File: src/rtl/core/video_register_port_and_frame_timer_defines.svh
// Assertion macros for the register port and frame timer.
`ifndef VIDEO_REGISTER_PORT_AND_FRAME_TIMER_DEFINES_SVH
`define VIDEO_REGISTER_PORT_AND_FRAME_TIMER_DEFINES_SVH
`ifndef SYNTHESIS
`define VRP_ASSERT(label, prop, msg) \
  label: assert property (@(posedge clk) disable iff (rst) prop) else $error(msg);
`define VRP_NEVER(label, expr, msg) \
  label: assert property (@(posedge clk) disable iff (rst) !(expr)) else $error(msg);
`else
`define VRP_ASSERT(label, prop, msg)
`define VRP_NEVER(label, expr, msg)
`endif
`endif

File: src/rtl/core/vrp_pkg.sv
// Shared types, codes and helpers of the register port.
`timescale 1ns / 1ps
package vrp_pkg;
  localparam logic [1:0] OP_READ  = 2'd0;
  localparam logic [1:0] OP_WRITE = 2'd1;
  localparam logic [1:0] OP_TICK  = 2'd2;

  localparam logic [2:0] REG_CTRL   = 3'd0;
  localparam logic [2:0] REG_MASK   = 3'd1;
  localparam logic [2:0] REG_STATUS = 3'd2;
  localparam logic [2:0] REG_OADDR  = 3'd3;
  localparam logic [2:0] REG_ODATA  = 3'd4;
  localparam logic [2:0] REG_SCROLL = 3'd5;
  localparam logic [2:0] REG_ADDR   = 3'd6;
  localparam logic [2:0] REG_DATA   = 3'd7;

  localparam logic [20:0] DECAY_TICKS = 21'd1048576;
  localparam logic [8:0]  LINE_PRE    = 9'h1FF;

  // timer events of one tick
  typedef struct packed {
    logic vbl_set;
    logic vbl_clr;
  } tmr_evt_t;

  // palette entries at multiples of four fold onto the low half
  function automatic logic [4:0] pal_index(input logic [13:0] a);
    pal_index = (a[1:0] == 2'd0) ? {1'b0, a[3:0]} : a[4:0];
  endfunction

  function automatic logic is_palette(input logic [13:0] a);
    is_palette = (a[13:8] == 6'h3F);
  endfunction
endpackage

File: src/rtl/core/vrp_mem.sv
// Sprite and palette memories with per-entry valid bits.
`timescale 1ns / 1ps
module vrp_mem
  import vrp_pkg::*;
(
  input  logic       clk,
  input  logic       rst,
  input  logic       spr_we,
  input  logic       spr_re,
  input  logic [7:0] spr_addr,
  input  logic [7:0] spr_wdata,
  input  logic       pal_we,
  input  logic       pal_re,
  input  logic [4:0] pal_addr,
  input  logic [5:0] pal_wdata,
  output logic [7:0] spr_q,
  output logic [5:0] pal_q
);
  logic [7:0]   spr_ram [256];
  logic [5:0]   pal_ram [32];
  logic [255:0] spr_vld;
  logic [31:0]  pal_vld;
  logic [7:0]   spr_raw;
  logic [5:0]   pal_raw;
  logic         spr_hit;
  logic         pal_hit;

  // storage arrays, read data registered
  always_ff @(posedge clk) begin
    if (spr_we) begin
      spr_ram[spr_addr] <= spr_wdata;
    end
    if (spr_re) begin
      spr_raw <= spr_ram[spr_addr];
    end
    if (pal_we) begin
      pal_ram[pal_addr] <= pal_wdata;
    end
    if (pal_re) begin
      pal_raw <= pal_ram[pal_addr];
    end
  end

  // valid bits: unwritten entries read as zero
  always_ff @(posedge clk) begin
    if (rst) begin
      spr_vld <= '0;
      pal_vld <= '0;
      spr_hit <= 1'b0;
      pal_hit <= 1'b0;
    end else begin
      if (spr_we) spr_vld[spr_addr] <= 1'b1;
      if (pal_we) pal_vld[pal_addr] <= 1'b1;
      if (spr_re) spr_hit <= spr_vld[spr_addr];
      if (pal_re) pal_hit <= pal_vld[pal_addr];
    end
  end

  assign spr_q = spr_hit ? spr_raw : 8'h00;
  assign pal_q = pal_hit ? pal_raw : 6'h00;
endmodule

File: src/rtl/core/vrp_timer.sv
// Dot and line counter of the frame, with odd-frame short line.
`timescale 1ns / 1ps
module vrp_timer
  import vrp_pkg::*;
(
  input  logic     clk,
  input  logic     rst,
  input  logic     tick,
  input  logic     bg_on,
  output tmr_evt_t evt
);
  logic [8:0] dot;
  logic [8:0] line;
  logic       short_line;
  logic       odd_frame;
  logic       short_now;
  logic       wrap;

  // end-of-line detect, the short line is armed at dot 337
  always_comb begin
    short_now = short_line |
                ((line == LINE_PRE) && (dot == 9'd337) && odd_frame && bg_on);
    wrap = short_now ? (dot >= 9'd339) : (dot >= 9'd340);
    evt.vbl_set = tick && (line == 9'd241) && (dot == 9'd1);
    evt.vbl_clr = tick && (line == 9'd260) && (dot == 9'd340);
  end

  always_ff @(posedge clk) begin
    if (rst) begin
      dot        <= '0;
      line       <= LINE_PRE;
      short_line <= 1'b0;
      odd_frame  <= 1'b0;
    end else if (tick) begin
      if (evt.vbl_clr) odd_frame <= ~odd_frame;
      if (wrap) begin
        dot        <= '0;
        short_line <= 1'b0;
        line       <= (line == 9'd260) ? LINE_PRE : line + 9'd1;
      end else begin
        dot        <= dot + 9'd1;
        short_line <= short_now;
      end
    end
  end
endmodule

File: src/rtl/core/video_register_port_and_frame_timer.sv
// Top level: register port, frame timer and result pipeline.
// Pipeline: an accepted item passes the memory stage registers, then the output
// register; throughput is one item per cycle unless out_ready stalls the output,
// set by the single read and write port of each memory. Synchronous reset clears
// state and valid flags: frame at the prerender line, both memories read as zero.
`timescale 1ns / 1ps
`include "video_register_port_and_frame_timer_defines.svh"
module video_register_port_and_frame_timer
  import vrp_pkg::*;
(
  input  logic        clk,
  input  logic        rst,
  input  logic        in_valid,
  output logic        in_ready,
  input  logic [1:0]  operation,
  input  logic [2:0]  reg_index,
  input  logic [7:0]  write_data,
  input  logic [7:0]  vram_read_data,
  output logic        out_valid,
  input  logic        out_ready,
  output logic [7:0]  read_data,
  output logic        nmi_pulse,
  output logic        vblank_start,
  output logic        mem_write,
  output logic [13:0] mem_write_address,
  output logic [7:0]  mem_write_data,
  output logic [13:0] next_read_address
);
  typedef enum logic [1:0] {SEL_BASE, SEL_SPR, SEL_PAL} sel_t;

  // architectural registers
  logic [7:0]  control_reg;
  logic [7:0]  mask_reg;
  logic        vblank;
  logic [7:0]  sprite_addr;
  logic [14:0] temp_address;
  logic [14:0] current_address;
  logic        write_toggle;
  logic [7:0]  read_buffer;
  logic [7:0]  open_bus;
  logic [20:0] decay_count;
  logic        bus_pend;

  // memory stage
  logic        s1_valid;
  sel_t        s1_sel;
  logic        s1_attr;
  logic [7:0]  s1_base;
  logic        s1_nmi;
  logic        s1_vbs;
  logic        s1_mw;
  logic [13:0] s1_mwa;
  logic [7:0]  s1_mwd;
  logic [13:0] s1_nra;
  logic [7:0]  s1_result;

  logic        in_fire;
  logic        s1_go;
  logic        tick_fire;
  tmr_evt_t    evt;
  logic [7:0]  spr_q;
  logic [5:0]  pal_q;
  logic [7:0]  ob_eff;
  logic [13:0] cur_a;

  // next values
  logic [7:0]  control_next;
  logic [7:0]  mask_next;
  logic        vblank_next;
  logic [7:0]  sprite_addr_next;
  logic [14:0] temp_next;
  logic [14:0] cur_next;
  logic        toggle_next;
  logic [7:0]  buffer_next;
  logic [7:0]  bus_next;
  logic [20:0] decay_next;
  logic        pend_next;
  sel_t        sel_next;
  logic        attr_next;
  logic [7:0]  base_next;
  logic        nmi_next;
  logic        mw_next;
  logic [13:0] mwa_next;
  logic [7:0]  mwd_next;
  logic [13:0] nra_next;
  logic        spr_we;
  logic        spr_re;
  logic        pal_we;
  logic        pal_re;
  logic [14:0] inc;

  assign s1_go     = s1_valid && (!out_valid || out_ready);
  assign in_ready  = !s1_valid || s1_go;
  assign in_fire   = in_valid && in_ready;
  assign tick_fire = in_fire && (operation == OP_TICK);
  assign cur_a     = current_address[13:0];
  assign inc       = control_reg[2] ? 15'd32 : 15'd1;

  // memory-dependent result and the open bus it forwards
  always_comb begin
    case (s1_sel)
      SEL_SPR: s1_result = spr_q & (s1_attr ? 8'hE3 : 8'hFF);
      SEL_PAL: s1_result = s1_base | {2'b00, pal_q};
      default: s1_result = s1_base;
    endcase
    ob_eff = bus_pend ? s1_result : open_bus;
  end

  vrp_mem u_mem (
    .clk       (clk),
    .rst       (rst),
    .spr_we    (spr_we),
    .spr_re    (spr_re),
    .spr_addr  (sprite_addr),
    .spr_wdata (write_data),
    .pal_we    (pal_we),
    .pal_re    (pal_re),
    .pal_addr  (pal_index(cur_a)),
    .pal_wdata (write_data[5:0]),
    .spr_q     (spr_q),
    .pal_q     (pal_q)
  );

  vrp_timer u_timer (
    .clk   (clk),
    .rst   (rst),
    .tick  (tick_fire),
    .bg_on (mask_reg[3]),
    .evt   (evt)
  );

  // register port decode
  always_comb begin
    control_next     = control_reg;
    mask_next        = mask_reg;
    vblank_next      = vblank;
    sprite_addr_next = sprite_addr;
    temp_next        = temp_address;
    cur_next         = current_address;
    toggle_next      = write_toggle;
    buffer_next      = read_buffer;
    bus_next         = ob_eff;
    decay_next       = decay_count;
    pend_next        = 1'b0;
    sel_next         = SEL_BASE;
    attr_next        = 1'b0;
    base_next        = ob_eff;
    nmi_next         = 1'b0;
    mw_next          = 1'b0;
    mwa_next         = '0;
    mwd_next         = '0;
    spr_we           = 1'b0;
    spr_re           = 1'b0;
    pal_we           = 1'b0;
    pal_re           = 1'b0;
    case (operation)
      OP_READ: begin
        case (reg_index)
          REG_STATUS: begin
            base_next   = {vblank, 2'b00, ob_eff[4:0]};
            vblank_next = 1'b0;
            toggle_next = 1'b0;
          end
          REG_ODATA: begin
            spr_re     = in_fire;
            sel_next   = SEL_SPR;
            attr_next  = (sprite_addr[1:0] == 2'd2);
            pend_next  = 1'b1;
            decay_next = DECAY_TICKS;
          end
          REG_DATA: begin
            if (is_palette(cur_a)) begin
              pal_re    = in_fire;
              sel_next  = SEL_PAL;
              base_next = {ob_eff[7:6], 6'h00};
              pend_next = 1'b1;
            end else begin
              base_next = read_buffer;
              bus_next  = read_buffer;
            end
            buffer_next = vram_read_data;
            decay_next  = DECAY_TICKS;
            cur_next    = current_address + inc;
          end
          default: ;
        endcase
      end
      OP_WRITE: begin
        bus_next   = write_data;
        base_next  = write_data;
        decay_next = DECAY_TICKS;
        case (reg_index)
          REG_CTRL: begin
            control_next     = write_data;
            temp_next[11:10] = write_data[1:0];
            nmi_next = !control_reg[7] && write_data[7] && vblank;
          end
          REG_MASK:  mask_next = write_data;
          REG_OADDR: sprite_addr_next = write_data;
          REG_ODATA: begin
            spr_we           = in_fire;
            sprite_addr_next = sprite_addr + 8'd1;
          end
          REG_SCROLL: begin
            if (write_toggle) begin
              temp_next[9:5]   = write_data[7:3];
              temp_next[14:12] = write_data[2:0];
            end else begin
              temp_next[4:0] = write_data[7:3];
            end
            toggle_next = ~write_toggle;
          end
          REG_ADDR: begin
            if (write_toggle) begin
              temp_next = {temp_address[14:8], write_data};
              cur_next  = {temp_address[14:8], write_data};
            end else begin
              temp_next = {1'b0, write_data[5:0], temp_address[7:0]};
            end
            toggle_next = ~write_toggle;
          end
          REG_DATA: begin
            if (is_palette(cur_a)) begin
              pal_we = in_fire;
            end else begin
              mw_next  = 1'b1;
              mwa_next = cur_a;
              mwd_next = write_data;
            end
            cur_next = current_address + inc;
          end
          default: ;
        endcase
      end
      OP_TICK: begin
        if (decay_count != 21'd0) begin
          decay_next = decay_count - 21'd1;
          if (decay_count == 21'd1) begin
            bus_next  = 8'h00;
            base_next = 8'h00;
          end
        end
        if (evt.vbl_set) begin
          vblank_next = 1'b1;
          nmi_next    = control_reg[7];
        end
        if (evt.vbl_clr) vblank_next = 1'b0;
      end
      default: ;
    endcase
    nra_next = is_palette(cur_next[13:0]) ? (14'h2F00 | {6'h00, cur_next[7:0]})
                                          : cur_next[13:0];
  end

  // architectural state
  always_ff @(posedge clk) begin
    if (rst) begin
      control_reg     <= '0;
      mask_reg        <= '0;
      vblank          <= 1'b0;
      sprite_addr     <= '0;
      temp_address    <= '0;
      current_address <= '0;
      write_toggle    <= 1'b0;
      read_buffer     <= '0;
      open_bus        <= '0;
      decay_count     <= '0;
      bus_pend        <= 1'b0;
    end else if (in_fire) begin
      control_reg     <= control_next;
      mask_reg        <= mask_next;
      vblank          <= vblank_next;
      sprite_addr     <= sprite_addr_next;
      temp_address    <= temp_next;
      current_address <= cur_next;
      write_toggle    <= toggle_next;
      read_buffer     <= buffer_next;
      open_bus        <= bus_next;
      decay_count     <= decay_next;
      bus_pend        <= pend_next;
    end else begin
      // commit a forwarded bus value
      open_bus <= ob_eff;
      bus_pend <= 1'b0;
    end
  end

  // memory stage and output register
  always_ff @(posedge clk) begin
    if (rst) begin
      s1_valid  <= 1'b0;
      out_valid <= 1'b0;
    end else begin
      if (in_fire) s1_valid <= 1'b1;
      else if (s1_go) s1_valid <= 1'b0;
      if (s1_go) out_valid <= 1'b1;
      else if (out_ready) out_valid <= 1'b0;
    end
    if (in_fire) begin
      s1_sel  <= sel_next;
      s1_attr <= attr_next;
      s1_base <= base_next;
      s1_nmi  <= nmi_next;
      s1_vbs  <= evt.vbl_set;
      s1_mw   <= mw_next;
      s1_mwa  <= mwa_next;
      s1_mwd  <= mwd_next;
      s1_nra  <= nra_next;
    end
    if (s1_go) begin
      read_data         <= s1_result;
      nmi_pulse         <= s1_nmi;
      vblank_start      <= s1_vbs;
      mem_write         <= s1_mw;
      mem_write_address <= s1_mwa;
      mem_write_data    <= s1_mwd;
      next_read_address <= s1_nra;
    end
  end

  `VRP_ASSERT(a_pend_has_stage, bus_pend |-> s1_valid, "forwarded bus without stage")
  `VRP_NEVER(a_read_while_stalled, (spr_re || pal_re) && !in_fire, "memory read without transfer")
  `VRP_ASSERT(a_vblank_rise, $rose(vblank) |-> $past(tick_fire), "vblank set outside a tick")
  `VRP_ASSERT(a_vbs_sets_flag, (in_fire && evt.vbl_set) |=> vblank, "vblank start lost")
endmodule

File: config.mk
export PLATFORM = sky130hd
export DESIGN_NAME = video_register_port_and_frame_timer
export DESIGN_NICKNAME = d
export VERILOG_FILES = /design/src/rtl/core/vrp_pkg.sv /design/src/rtl/core/vrp_mem.sv /design/src/rtl/core/vrp_timer.sv /design/src/rtl/core/video_register_port_and_frame_timer.sv
export VERILOG_INCLUDE_DIRS = /design/src /design/src/rtl/core
export SDC_FILE = /design/constraint.sdc
export NUM_CORES = 2
export LEC_CHECK = 0
export ABC_CLOCK_PERIOD_IN_PS = 7600
export BUFFER_PORTS_ARGS = -buffer_cell sky130_fd_sc_hd__buf_2
export CORE_UTILIZATION = 28
export CTS_BUF_LIST = sky130_fd_sc_hd__clkbuf_8
export CTS_CLUSTER_SIZE = 10
export DETAILED_ROUTE_END_ITERATION = 12
export GPL_TIMING_DRIVEN = 0
export SLEW_MARGIN = 5
export SYNTH_ARGS = -nofsm -noshare
export SYNTH_HDL_FRONTEND = slang
export SYNTH_HIERARCHICAL = 1
export SYNTH_SLANG_ARGS = --single-unit
File: constraint.sdc
create_clock -name clk -period 7.6 [get_ports clk]
set_input_delay 1.52 -clock clk [delete_from_list [all_inputs] [get_ports clk]]
set_output_delay 1.52 -clock clk [all_outputs]
set_load 0.005 [all_outputs]
* Yosys cells after proc, flatten, opt, wreduce, memory -nomap -nowiden
Memories as Yosys holds them, arrays and structs flattened. A register that Yosys moved wholly into a read port is not among the register bits.
Cells that the tools add are included.
** Cells by class
- $add $sub $neg :: 5
- $lt $le $gt $ge :: 6
- Eq/ne operators :: 31
- Mux-type cells :: 72
- Bitwise operators :: 11
- Reductions and logical operators :: 49
** Operator list (number)
- $or A256 B256 Y256 :: 1
- $mux W8 :: 8
- $pmux W21 S3 :: 1
- $pmux W15 S2 :: 2
- $pmux W8 S2 :: 3
- $pmux W8 S3 :: 2
- $mux W15 :: 3
- $mux W21 :: 2
- $eq A9 B9 Y1 const B :: 4
- $or A32 B32 Y32 :: 1
- $mux W1 :: 29
- $eq A21 B1 Y1 const B :: 1
- $reduce_bool A21 Y1 :: 1
- $sub A21 B1 Y21 const B :: 1
- $mux W5 :: 4
- $pmux W10 S2 :: 1
- $add A9 B1 Y9 const B :: 2
- $ge A9 B9 Y1 const B :: 2
- $mux W9 :: 2
- $reduce_and A4 Y1 :: 4
- $add A15 B6 Y15 :: 1
- $logic_and A1 B1 Y1 :: 14
- $reduce_bool A2 Y1 :: 7
- $eq A3 B3 Y1 const B :: 4
- other kinds (40) :: 74
** Storage, ports and cells
- Register bits :: 491
- RAM bits :: 2240
- Input bits :: 25
- Output and inout bits :: 49
- Word-level logic and storage cells :: 216
- Memories kept :: 2
** Memory list
- u_mem.spr_ram :: depth 256, width 8, read ports 1, clocked after memory_dff 1, write ports 1, line vrp_mem.sv:19 : logic [7:0] spr_ram [256];
- u_mem.pal_ram :: depth 32, width 6, read ports 1, clocked after memory_dff 1, write ports 1, line vrp_mem.sv:20 : logic [5:0] pal_ram [32];

* Logic depth before layout (Yosys ltp)
- Depth after elaboration :: 11
- Depth in mapped cells :: 13
- Depth with buffers taken out :: 10

* By module
Netlist, hierarchy kept.
** Modules (own cells, without submodules)
- vrp_mem :: instances 1, cells each 4852, area an instance 97679.9 µm², sequential area each 73490.5 µm²
- video_register_port_and_frame_timer :: instances 1, cells each 758, area an instance 7800.0 µm², sequential area each 4374.2 µm²
- vrp_timer :: instances 1, cells each 144, area an instance 1276.2 µm², sequential area each 400.4 µm²

* Worst setup path before layout
Ideal clock, no wire load.
- Kind :: input to register
- Start point :: input out_ready
- End point :: register mem_write (enable)
- Library setup time :: 523 ps
- Arrival :: 5001 ps
- Data required time :: 7077 ps
- Path slack :: 2076 ps
- Cell stages on the path :: 2
- Buffers on the path :: 0
- Cells stage by stage :: inv_1 a21boi_0
** On the way
- Longest elaborated chain between the ends :: 2
** RTL lines
- start, declared :: line video_register_port_and_frame_timer.sv:20 : input logic out_ready,
- $logic_or A1 B1 Y1 :: line video_register_port_and_frame_timer.sv:92 : assign s1_go = s1_valid && (!out_valid || out_ready);
- $logic_and A1 B1 Y1 :: line video_register_port_and_frame_timer.sv:92
- named net s1_go :: line video_register_port_and_frame_timer.sv:58 : logic s1_go;
- end signal, assigned :: line video_register_port_and_frame_timer.sv:314 : mem_write <= s1_mw;
- end, declared :: line video_register_port_and_frame_timer.sv:24 : output logic mem_write,
The timed path passes the listed nets, and every way through them passes these cells.
A chain may end at the register's enable or synchronous reset.

* Final worst setup path
- Start point :: register sprite_addr[1]
- End point :: memory u_mem.spr_ram[79][3] (enable)
** RTL lines
- start, declared :: line video_register_port_and_frame_timer.sv:35 : logic [7:0] sprite_addr;
- start signal, assigned :: line video_register_port_and_frame_timer.sv:273 : sprite_addr <= sprite_addr_next;
- end, declared :: line vrp_mem.sv:19
No word-level cell before the write port.

==> metrics <==
Synth-to-Final Area Change 15.00%; worst hold margin approximately 0.40 ns; Hold Path Cell Cnt 0; Int Pwr 0.02253 W; Final Hold Fails 0; fin crit share between 90 and 100%; htree depth 5; sequential cell area fraction in the yosys report 73.31%; number of flops mapped to enable cells by yosys 2351; Main synth FF type edfxtp_1; Critical Path, Cell by Cell buf_2, buf_2, clkbuf_1, buf_2, nand2_1, nor2_1, nand2_1, clkbuf_2, nor2_1; post-synthesis cell count between 5000 and 6000; CTS max path bufs 4; DR WL/cell 33.11 um; relative slew slack -7.534%; IO buf count 73; Yosys warning total 6; Crit path largest cell delay 1.14 ns; Clk Tree Root Cell clkbuf_8; top achievable clock speed 142.4 MHz; via count 63250; metal2 WL 170500 um; met1 WL 142800 um; largest net degree at the start of global routing 161; Setup Viol. Count Final 0; Routed WL 387100 um; die area 0.3837 mm^2; routed vias/inst about 5.4; Pre-antenna DRT Iters 9; nets 6349; power per standard cell area between 200 and 250 mW/mm^2; switching power roughly 0.0067 W; Yosys reg bits 2734; most frequent CP cell buf_2; routability cong. 1.009; peak supply drop 0.0001705 V; Worst-Margin Slew 1.613 ns; slowest CP cell clkbuf_1; initial antenna violation count 24; Hold Crit Class reg2reg; largest register by flop count u_mem/spr_ram; Critical R2R Capture u_mem/spr_ram[79][3]; fin crit period 7.024 ns; max-cap check violation count 8; drc violations 0; Worst Setup End Kind register; Net Count, Synth 5800; Multi-input gate area 0.02677 mm^2; CTS buffer count 427; CP delay by family, top buffers and inverters; met3 routed WL 48420 um; switching fraction of total power 22.95%; die width 619.5 um; Slew Viols, Final 86; grt ovf 0; Crit. Startpoint sprite_addr[1]; Synth Cell Area 0.1068 mm^2; R2R depth 9; Avg Cell Area, Syn 18.55 um^2; Regs by FF count u_mem/spr_ram x2048, u_mem/spr_vld x256, u_mem/pal_ram x192; violated checks capacitance limit, slew limit; core area approximately 0.38 mm^2; hpwl dp 253400 um; highest routed layer met5; initial core utilization between 20 and 30%; worst-skew pair later-pin latency 1.10 ns; Async S/R FF share, synth 0%; RSZ-0062 raised after global routing no; DRT iter0 DRCs ~10000; max reg flops 2048; Stages on worst setup path 9; Place WS 0.9964 ns; Worst R2R Start sprite_addr[1]; first-pass GRT wire length approximately 510000 um; PostCTS Resize Cnt 0; sequential power share about 56%; status finished with violations; critical path arrival 7.65 ns; CTS clk-pin slew, worst paths 0.07 ns; Comb pwr share 3.6%; fillers between 30000 and 40000; Setup CP Type reg2reg; crit-path max FO 10; vias in the first global route 60500; P_leak approximately 38 nW; # Post-CTS Setup Buffers 0; gr usage total 19.64%; WP data required just over 8 ns; fraction of layout cells with a size suffix above 1 about 25%; Clock Power Share 40.4%; CTS tree built; Critical Path Source Type register; Design Area, Final between 0.1 and 0.15 mm^2; skew final ~0.12 ns; reg2reg setup slack 0.58 ns; Unique masters post-synth 94; register area 0.07827 mm^2; DRT antenna net count 0; io pins 74; Worst Setup EP u_mem/spr_ram[79][3]; clk sink count 2734; hold buffer count at cts 0; row cnt 226; Die Span Y 619.5 um; WP buf/inv 5; total placed instance area 0.1146 mm^2; PnR worst setup slack 0.5756 ns
[worst min path at each step]
stage	start	endpoint	slack, ns
6_report	s1_mwa[1]	mem_write_address[1]	0.40
5_1_grt	s1_mwa[3]	mem_write_address[3]	0.43
4_1_cts	s1_mwa[1]	mem_write_address[1]	0.41
3_5_place_dp	s1_nra[11]	next_read_address[11]	0.41
3_3_place_gp	s1_mw	mem_write	0.41
2_1_floorplan	s1_mw	mem_write	0.40
[Yosys cell counts (17+ instances only)]
master | n | area [um^2]
edfxtp_1 | 2351 | 70600
and2_1 | 22 | 137.6
buf_1 | 36 | 135.1
and3_1 | 39 | 244.0
nand2_1 | 176 | 660.6
a211oi_1 | 17 | 127.6
a31oi_1 | 19 | 118.9
a22oi_1 | 86 | 645.6
o21ba_2 | 19 | 190.2
nand3_1 | 51 | 255.2
inv_1 | 32 | 120.1
mux2i_1 | 81 | 810.8
nor2_1 | 966 | 3626
ha_1 | 21 | 262.8
nor3_1 | 45 | 225.2
a21oi_1 | 56 | 280.3
mux4_2 | 738 | 16620
dfxtp_1 | 383 | 7667
buf_4 | 32 | 240.2
xnor2_1 | 21 | 183.9
clkbuf_1 | 177 | 664.4
o21ai_0 | 35 | 175.2
buf_2 | 54 | 270.3
nand4_1 | 23 | 143.9
buf_6 | 20 | 225.2
[final cells by class]
cell class | instances | share of cell area, %
sequential | 2734 | 63.75
multi-input combinational | 2657 | 21.81
clock buffer | 481 | 5.392
tap | 5016 | 5.112
buffer | 327 | 1.414
timing repair buffer | 120 | 1.206
clock inverter | 304 | 1.174
inverter | 36 | 0.1101
antenna | 17 | 0.03465
[placed cells by master (no fill, tap or decap), types with 47 or more instances in the layout]
cell type / count
buf_2: 140
nor2_1: 953
mux2i_1: 81
clkinv_1: 56
inv_1: 212
nand3_1: 51
clkbuf_2: 50
a22oi_1: 86
clkbuf_8: 481
clkbuf_1: 128
dfxtp_1: 383
nand2_1: 176
a21oi_1: 56
edfxtp_1: 2351
mux4_2: 738
clkinv_2: 47
[power by group through the flow]
stage	registers (W)	clock network, W	logic (W)
2_1_floorplan	0.0167	0	0.000469
3_3_place_gp	0.0167	0	0.000977
3_5_place_dp	0.0167	0	0.00104
4_1_cts	0.0164	0.0120	0.00104
5_1_grt	0.0164	0.0126	0.00110
6_report	0.0164	0.0118	0.00106
[metal layers]
layer / track usage [%] / vias to the layer above
met3: 5.974 / 943
met5: 0.2146 / -
met4: 11.26 / 16
met2: 29.49 / 4516
li1: - / 24130
met1: 25.14 / 33640
[cells by family (layout without fill, tap and decap cells)]
group	Yosys count	in the layout	share of synthesized area [%]
fa+ha+maj	21	21	0.2461
other cells	0	17	0
buf+inv	363	1268	1.668
mux	824	824	16.38
xor+xnor	28	28	0.2297
flops	2734	2734	73.31
compound gates	362	362	2.476
simple gates	1422	1422	5.687
[metrics by stage]
stage                     setup TNS (ns)  util [%]  cells  power (W)
final                                  0     32.38  11690    0.02924
after global routing                   0     32.37  11680    0.03004
after CTS                              0     32.36  11670    0.02936
after detailed placement               0     30.23  10890    0.01773
after global placement          -0.08709     29.90  10840    0.01771
after floorplan                        0         -   5754    0.01715
Power figures use the tool's default switching activity.
